File: src/lrufr_pkg.sv
// package for the lru frame replacement core
// request codes and sizing defaults; no dependencies
`timescale 1ns / 1ps
`default_nettype none

package lrufr_pkg;

    localparam int FRAME_COUNT_DEF = 64;
    localparam int FRAME_W         = 6;
    localparam int FUNC_W          = 2;
    localparam int COUNT_W         = 7;
    localparam int IN_DATA_W       = 8;
    localparam int OUT_DATA_W      = 16;

    typedef logic [FUNC_W-1:0] t_func;

    localparam t_func FUNC_INSERT = 2'd0;
    localparam t_func FUNC_TOUCH  = 2'd1;
    localparam t_func FUNC_EVICT  = 2'd2;

endpackage

`default_nettype wire

File: src/lru_frame_replacement_core.sv
// lru frame replacement core: recency order over buffer frame numbers
// recency order in a single-port-write / registered-read memory, walked by a small sequencer
// depends on lrufr_pkg
//
// usage:
//   slave stream carries one request per transfer: tuser = func, tdata = frame number.
//   master stream returns exactly one result per request, in order.
//   insert of an untracked frame, touch of an untracked frame, evict on an empty
//   order and unused codes are handled in the idle state; the result is valid the cycle
//   after the request transfer.
//   touch, or insert of a tracked frame: the order is searched from the head until the
//   frame is found, then each later entry is shifted one position toward the head through
//   the memory read port and the frame is written at the tail.
//   evict: the head is read, then the later entries are shifted to close the gap.
//   the memory read/write pair moves one entry per cycle; that sets the rate.
//   o_s_axis_tready is high only while the sequencer is idle and the output
//   register is empty or being emptied; a stalled receiver holds the result and
//   blocks the next request.
//   reset (i_rst_n low, synchronous) empties the order and clears all tracked
//   marks at once; no clearing pass is needed.
`timescale 1ns / 1ps
`default_nettype none

module lru_frame_replacement_core #(
    parameter int FRAME_COUNT = lrufr_pkg::FRAME_COUNT_DEF
) (
    input  wire                                  i_clk,
    input  wire                                  i_rst_n,
    input  wire                                  i_s_axis_tvalid,
    output logic                                 o_s_axis_tready,
    // [5:0] frame_num, [7:6] zero
    input  wire  [lrufr_pkg::IN_DATA_W-1:0]      i_s_axis_tdata,
    // [1:0] func
    input  wire  [lrufr_pkg::FUNC_W-1:0]         i_s_axis_tuser,
    output logic                                 o_m_axis_tvalid,
    input  wire                                  i_m_axis_tready,
    // [0] victim_valid, [6:1] victim_frame, [7] was_tracked, [14:8] tracked_count, [15] zero
    output logic [lrufr_pkg::OUT_DATA_W-1:0]     o_m_axis_tdata
);
    import lrufr_pkg::*;

    localparam int DEPTH = (FRAME_COUNT < (1 << FRAME_W)) ? FRAME_COUNT : (1 << FRAME_W);
    localparam int AW    = $clog2(DEPTH);
    localparam int LEN_W = $clog2(DEPTH + 1);

    localparam logic [1:0] ST_IDLE   = 2'd0;
    localparam logic [1:0] ST_SEARCH = 2'd1;
    localparam logic [1:0] ST_HEAD   = 2'd2;
    localparam logic [1:0] ST_SHIFT  = 2'd3;

    logic [FRAME_W-1:0] mem [DEPTH];
    logic [FRAME_W-1:0] r_rdata;

    logic [1:0]         r_state, n_state;
    logic [LEN_W-1:0]   r_len, n_len;
    logic [LEN_W-1:0]   r_idx, n_idx;
    logic [DEPTH-1:0]   r_mark, n_mark;
    logic [FRAME_W-1:0] r_frame, n_frame;
    logic               r_evict, n_evict;

    logic               r_m_valid, n_m_valid;
    logic               r_vv, n_vv;
    logic [FRAME_W-1:0] r_vf, n_vf;
    logic               r_wt, n_wt;
    logic [COUNT_W-1:0] r_cnt, n_cnt;

    logic               rd_en;
    logic [LEN_W-1:0]   rd_addr;
    logic               we;
    logic [LEN_W-1:0]   wa;
    logic [FRAME_W-1:0] wd;

    logic               s_xfer;
    logic [FRAME_W-1:0] in_frame;
    t_func              in_func;
    logic               in_range;
    logic               in_tracked;
    logic [LEN_W-1:0]   idx_inc;

    assign in_frame   = i_s_axis_tdata[FRAME_W-1:0];
    assign in_func    = i_s_axis_tuser;
    assign in_range   = (32'(in_frame) < FRAME_COUNT);
    assign in_tracked = in_range && r_mark[in_frame[AW-1:0]];
    assign idx_inc    = r_idx + LEN_W'(1);

    assign o_s_axis_tready = (r_state == ST_IDLE) && (!r_m_valid || i_m_axis_tready);
    assign s_xfer          = i_s_axis_tvalid && o_s_axis_tready;

    always_comb begin
        n_state   = r_state;
        n_len     = r_len;
        n_idx     = r_idx;
        n_mark    = r_mark;
        n_frame   = r_frame;
        n_evict   = r_evict;
        n_m_valid = r_m_valid && !i_m_axis_tready;
        n_vv      = r_vv;
        n_vf      = r_vf;
        n_wt      = r_wt;
        n_cnt     = r_cnt;
        rd_en     = 1'b0;
        rd_addr   = r_idx;
        we        = 1'b0;
        wa        = r_idx;
        wd        = r_rdata;

        case (r_state)
            ST_IDLE: begin
                if (s_xfer) begin
                    n_frame = in_frame;
                    n_vv    = 1'b0;
                    n_vf    = '0;
                    n_wt    = 1'b0;
                    n_cnt   = COUNT_W'(r_len);
                    if ((in_func inside {FUNC_INSERT, FUNC_TOUCH}) && in_tracked) begin
                        n_evict = 1'b0;
                        rd_en   = 1'b1;
                        rd_addr = '0;
                        n_idx   = '0;
                        n_state = ST_SEARCH;
                    end else if (in_func == FUNC_INSERT && in_range) begin
                        we        = 1'b1;
                        wa        = r_len;
                        wd        = in_frame;
                        n_len     = r_len + LEN_W'(1);
                        n_mark[in_frame[AW-1:0]] = 1'b1;
                        n_cnt     = COUNT_W'(n_len);
                        n_m_valid = 1'b1;
                    end else if (in_func == FUNC_EVICT && r_len != '0) begin
                        n_evict = 1'b1;
                        rd_en   = 1'b1;
                        rd_addr = '0;
                        n_state = ST_HEAD;
                    end else begin
                        n_m_valid = 1'b1;
                    end
                end
            end
            ST_SEARCH: begin
                rd_en   = 1'b1;
                rd_addr = idx_inc;
                n_idx   = idx_inc;
                if (r_rdata == r_frame) begin
                    n_state = ST_SHIFT;
                end
            end
            ST_HEAD: begin
                n_vv    = 1'b1;
                n_vf    = r_rdata;
                n_mark[r_rdata[AW-1:0]] = 1'b0;
                rd_en   = 1'b1;
                rd_addr = LEN_W'(1);
                n_idx   = LEN_W'(1);
                n_state = ST_SHIFT;
            end
            ST_SHIFT: begin
                if (r_idx < r_len) begin
                    we      = 1'b1;
                    wa      = r_idx - LEN_W'(1);
                    wd      = r_rdata;
                    rd_en   = 1'b1;
                    rd_addr = idx_inc;
                    n_idx   = idx_inc;
                end else begin
                    if (r_evict) begin
                        n_len = r_len - LEN_W'(1);
                    end else begin
                        we   = 1'b1;
                        wa   = r_len - LEN_W'(1);
                        wd   = r_frame;
                        n_wt = 1'b1;
                    end
                    n_cnt     = COUNT_W'(n_len);
                    n_m_valid = 1'b1;
                    n_state   = ST_IDLE;
                end
            end
            default: begin
                n_state = ST_IDLE;
            end
        endcase
    end

    // recency order storage, registered read
    always_ff @(posedge i_clk) begin
        if (we) begin
            mem[wa[AW-1:0]] <= wd;
        end
        if (rd_en && (32'(rd_addr) < DEPTH)) begin
            r_rdata <= mem[rd_addr[AW-1:0]];
        end
    end

    always_ff @(posedge i_clk) begin
        if (!i_rst_n) begin
            r_state   <= ST_IDLE;
            r_len     <= '0;
            r_mark    <= '0;
            r_m_valid <= 1'b0;
        end else begin
            r_state   <= n_state;
            r_len     <= n_len;
            r_mark    <= n_mark;
            r_m_valid <= n_m_valid;
        end
    end

    always_ff @(posedge i_clk) begin
        r_idx   <= n_idx;
        r_frame <= n_frame;
        r_evict <= n_evict;
        r_vv    <= n_vv;
        r_vf    <= n_vf;
        r_wt    <= n_wt;
        r_cnt   <= n_cnt;
    end

    assign o_m_axis_tvalid = r_m_valid;
    assign o_m_axis_tdata  = {1'b0, r_cnt, r_wt, r_vf, r_vv};

endmodule

`default_nettype wire
File: config.mk
export PLATFORM = sky130hd
export DESIGN_NAME = lru_frame_replacement_core
export DESIGN_NICKNAME = d
export VERILOG_FILES = /design/src/lrufr_pkg.sv /design/src/lru_frame_replacement_core.sv
export SDC_FILE = /design/constraint.sdc
export NUM_CORES = 1
export LEC_CHECK = 0
export ABC_AREA = 0
export BUFFER_PORTS_ARGS = -buffer_cell sky130_fd_sc_hd__buf_2
export CAP_MARGIN = 20
export CORE_ASPECT_RATIO = 1.4
export CORE_MARGIN = 4
export CORE_UTILIZATION = 60
export CTS_CLUSTER_SIZE = 12
export DETAILED_ROUTE_END_ITERATION = 16
export PLACE_DENSITY_LB_ADDON = 0.05
export SYNTH_ARGS = -nofsm -noshare
export SYNTH_HDL_FRONTEND = slang
export SYNTH_SLANG_ARGS = --single-unit
File: constraint.sdc
create_clock -name i_clk -period 8.2 [get_ports i_clk]
set_input_delay 1.64 -clock i_clk [delete_from_list [all_inputs] [get_ports i_clk]]
set_output_delay 1.64 -clock i_clk [all_outputs]
set_load 0.01 [all_outputs]
==> qor.json <==
{
  "synth.net_count": 1851,
  "dpl.hpwl_mm": 34.97,
  "die-height_um": 233.9,
  "synth_unique_cells": 78,
  "static-leakage-power_nw": 8.206,
  "timing.critical_path.from_type": "input port",
  "core_um2": 35910,
  "timing.critical_path.mode_cell": "sky130_fd_sc_hd__mux2_2",
  "setup_tns_ns": 0,
  "numCtsBuffers": 48,
  "top_level_ports": 32,
  "power.share.combinational": 0.391,
  "n_antenna_cell": 0,
  "switchingPower_mw": 3.431,
  "list_of_cells_traversed_by_the_critical_path": "buf_2 > mux2_2 > a221oi_2 > o21ai_1 > a32oi_2 > nand3_2 > o21ai_4 > a21oi_4 > buf_12 > buf_4 > nand2_1 > a21boi_0 > a2111oi_0 > a32oi_1 > mux2_2",
  "sequential_cell_area_um2": 14060,
  "grt.total_usage": 0.2715,
  "h_tree_lvls": 2,
  "cts_root_buffer": "sky130_fd_sc_hd__clkbuf_16",
  "timing.final.crit_share": 0.7637,
  "areaGrowthSynthToFinish_pct": 8.673,
  "holdBufCountCts": 0,
  "timing.setup.critical_path_class": "in -> reg",
  "timing.hold.ws_ns": 0.4886,
  "max_slew_margin": 0.2999,
  "worst_setup_path_end_kind": "flop",
  "crit_path_top_delay_cell": "sky130_fd_sc_hd__a2111oi_0",
  "ys_seq_area_frac": 0.6431,
  "multi_input_comb_area_um2": 7178,
  "syn_inst": 1822,
  "std_cell_rows": 82,
  "num_vias": 14630,
  "period_minus_slack_ns": 6.263,
  "top_layer": "met4",
  "cts_post_setup_buffers_inserted": 0,
  "worst_slew_pin_slew_ns": 1.049,
  "buffer_ports.inserted": 28,
  "final_hold_viol_count": 0,
  "vdd_drop_max_v": 0.0003103,
  "detail_route.first_pass.iterations": 8,
  "met2RoutedLength_mm": 27.58,
  "clock-skew-final_ns": 0.02033,
  "final_nets": 1848,
  "max_transition_viols_final": 0,
  "first_global_vias": 14260,
  "final_core_util": 0.6618,
  "critical-path-max-stage-delay_ns": 0.75,
  "clockBufferDepth": 3,
  "power.total_mw": 8.905,
  "clock_transition_time_at_the_flip_flop_clock_pins_of_the_worst_setup_and_hold_paths_ns": 0.06,
  "synth_top_cell_area_share": 0.5753,
  "outcome": "completed",
  "synth_area_leaders": "sky130_fd_sc_hd__edfxtp_1, sky130_fd_sc_hd__dfxtp_1, sky130_fd_sc_hd__nand2_1",
  "detailed_routing_wirelength_on_met1_mm": 19.94,
  "via_per_inst": 6.352,
  "wl_met3_mm": 3.503,
  "synth.avg_cell_area_um2": 12.00,
  "grt_max_degree": 84,
  "cts_num_sinks": 493,
  "final_layout_size_suffix_gt1_frac": 0.1130,
  "share_seq_of_total_power": 0.385,
  "drt_iter0_markers": 1611,
  "wire_per_inst_um": 23.64,
  "timing.final.setup_violations": 0,
  "grt_antenna_before_repair": 0,
  "tritoncts": "yes",
  "timing.max_cap.violations": 0,
  "hold_class": "reg -> reg",
  "synth.cell_area_um2": 21870,
  "power.density_nw_per_um2": 374.7,
  "postSynthRegisterBits": 493,
  "initial_core_util": 0.6090,
  "clk_latency_ns": 0.57,
  "path_max_fanout": 42,
  "required_ns": 8.52,
  "crit_buf_inv": 3,
  "async_reset_ff_frac": 0,
  "synth-edff-count": 419,
  "ctsResizeCount": 0,
  "power_frac_clock": 0.224,
  "post-synth-top-area-cell": "sky130_fd_sc_hd__edfxtp_1",
  "maxClockFrequency_mhz": 159.7,
  "synth_ff_type": "sky130_fd_sc_hd__edfxtp_1",
  "grt_setup_unrepaired": "no",
  "drtAntennaViolNets": 0,
  "fp.dieArea_um2": 39610,
  "switching_part_of_the_total": 0.3853,
  "internal-power_mw": 5.473,
  "gp_congestion": 0.9257,
  "yosys_synthesis_warning_count": 0,
  "grt_remaining_overflow": 0,
  "critical_path_arrival_ns": 6.58,
  "nFillCells": 2713,
  "path_delay_family": "compound AO/OA/AOI/OAI gates",
  "floorplan.die.width_um": 169.4,
  "postRouteWirelength_mm": 54.44,
  "post-route-drc-count": 0,
  "first_pass_grt_wire_length_mm": 82.49
}
[power by group through the flow]
stage                     Combinational (mW)  Sequential (mW)  Clock [mW]
after floorplan                         2.28             3.42           0
after global placement                  3.33             3.48           0
after detailed placement                3.39             3.49           0
after CTS                               3.41             3.43        2.02
after global routing                    3.74             3.44        2.12
final                                   3.48             3.43        1.99
[logic make-up (layout without fill, tap and decap cells)]
family | Yosys count | count (layout) | share of synthesized area
AND/OR/NAND/NOR | 660 | 660 | 0.1343
flip-flops | 493 | 493 | 0.6431
AO/OA/AOI/OAI | 392 | 392 | 0.1278
buffers and inverters | 148 | 167 | 0.03026
multiplexers | 93 | 93 | 0.04783
XOR/XNOR | 20 | 20 | 0.008009
adder cells (fa/ha/maj) | 15 | 15 | 0.008582
other | 1 | 1 | 0.0001715
[layer usage]
| layer | vias up | GRT usage |
|---|---|---|
| li1 | 6755 | - |
| met1 | 7073 | 0.3251 |
| met2 | 618 | 0.4736 |
| met3 | 182 | 0.03862 |
| met4 | 0 | 0.1488 |
| met5 | - | 0 |
[final cells by class]
| type | count | share of cell area |
|---|---|---|
| Clock inverter | 4 | 0.002422 |
| Sequential cell | 493 | 0.5917 |
| Timing Repair Buffer | 61 | 0.01948 |
| Tap cell | 462 | 0.02432 |
| Inverter | 34 | 0.005370 |
| Clock buffer | 68 | 0.05465 |
| Multi-Input combinational cell | 1181 | 0.3020 |
[placed cells by master (no fill, tap or decap), drive strengths merged, types with 15 or more instances in the layout]
master and count:
a222oi 17, clkbuf 68, a21oi 65, mux2i 40
nand3 42, a31oi 15, o211ai 24, dfxtp 74
buf 61, a221oi 30, o221a 25, o21ai 103
ha 15, a32oi 15, edfxtp 419, and2 48
nor2 134, xnor2 16, mux2 51, inv 35
nand2 360
[path summary, 6_finish.rpt]
kind                                  to                   start  slack, ns  cells after the start
hold reg to reg   r_mark[7]$_SDFFE_PN0P_  r_mark[7]$_SDFFE_PN0P_       0.49                      2
hold / removal    r_mark[7]$_SDFFE_PN0P_  r_mark[7]$_SDFFE_PN0P_       0.49                      2
setup reg to reg    r_rdata[1]$_DFFE_PP_   r_len[2]$_SDFFE_PN0P_       2.17                     16
setup / recovery    r_rdata[1]$_DFFE_PP_       i_s_axis_tdata[2]       1.94                     15
[cells in the mapped netlist (all sizes together) (24+ instances only)]
cell type and number:
a21oi 65, a221oi 30, and2 48, buf 49, clkbuf 65, dfxtp 74
edfxtp 419, inv 34, mux2 51, mux2i 40, nand2 360, nand3 42
nor2 134, o211ai 24, o21ai 103, o221a 25
[flip-flops by register name (all words and copies together), names as in the netlist, 2 cells and up]
| signal | cells |
|---|---|
| mem | 384 |
| r_mark | 64 |
| r_cnt | 7 |
| r_idx | 7 |
| r_len | 7 |
| r_frame | 6 |
| r_rdata | 6 |
| r_vf | 6 |
| r_state | 2 |
[stage by stage]
step           worst slack (ns)  instance area, µm²  std cells
5_1_grt                   1.822               23770       2303
6_report                  1.937               23770       2303
3_3_place_gp              1.434               22330       2227
4_1_cts                   2.020               23690       2299
2_1_floorplan             3.396               21870       1822
3_5_place_dp              1.444               22330       2227
[worst register-to-register path, cell delays in order, from the launching register on]
cell and delay, ns:
sky130_fd_sc_hd__dfxtp_1 0.58, sky130_fd_sc_hd__inv_1 0.15, sky130_fd_sc_hd__ha_1 0.33, sky130_fd_sc_hd__a21o_1 0.15, sky130_fd_sc_hd__a31oi_1 0.14, sky130_fd_sc_hd__o21ai_1 0.17
sky130_fd_sc_hd__a21oi_1 0.76, sky130_fd_sc_hd__a2111oi_0 0.25, sky130_fd_sc_hd__a311oi_1 0.70, sky130_fd_sc_hd__a21oi_4 0.27, sky130_fd_sc_hd__buf_12 0.30, sky130_fd_sc_hd__buf_4 0.31
sky130_fd_sc_hd__nand2_1 0.17, sky130_fd_sc_hd__a21boi_0 0.11, sky130_fd_sc_hd__a2111oi_0 0.75, sky130_fd_sc_hd__a32oi_1 0.30, sky130_fd_sc_hd__mux2_2 0.34
(Power assumes the default switching activity.)
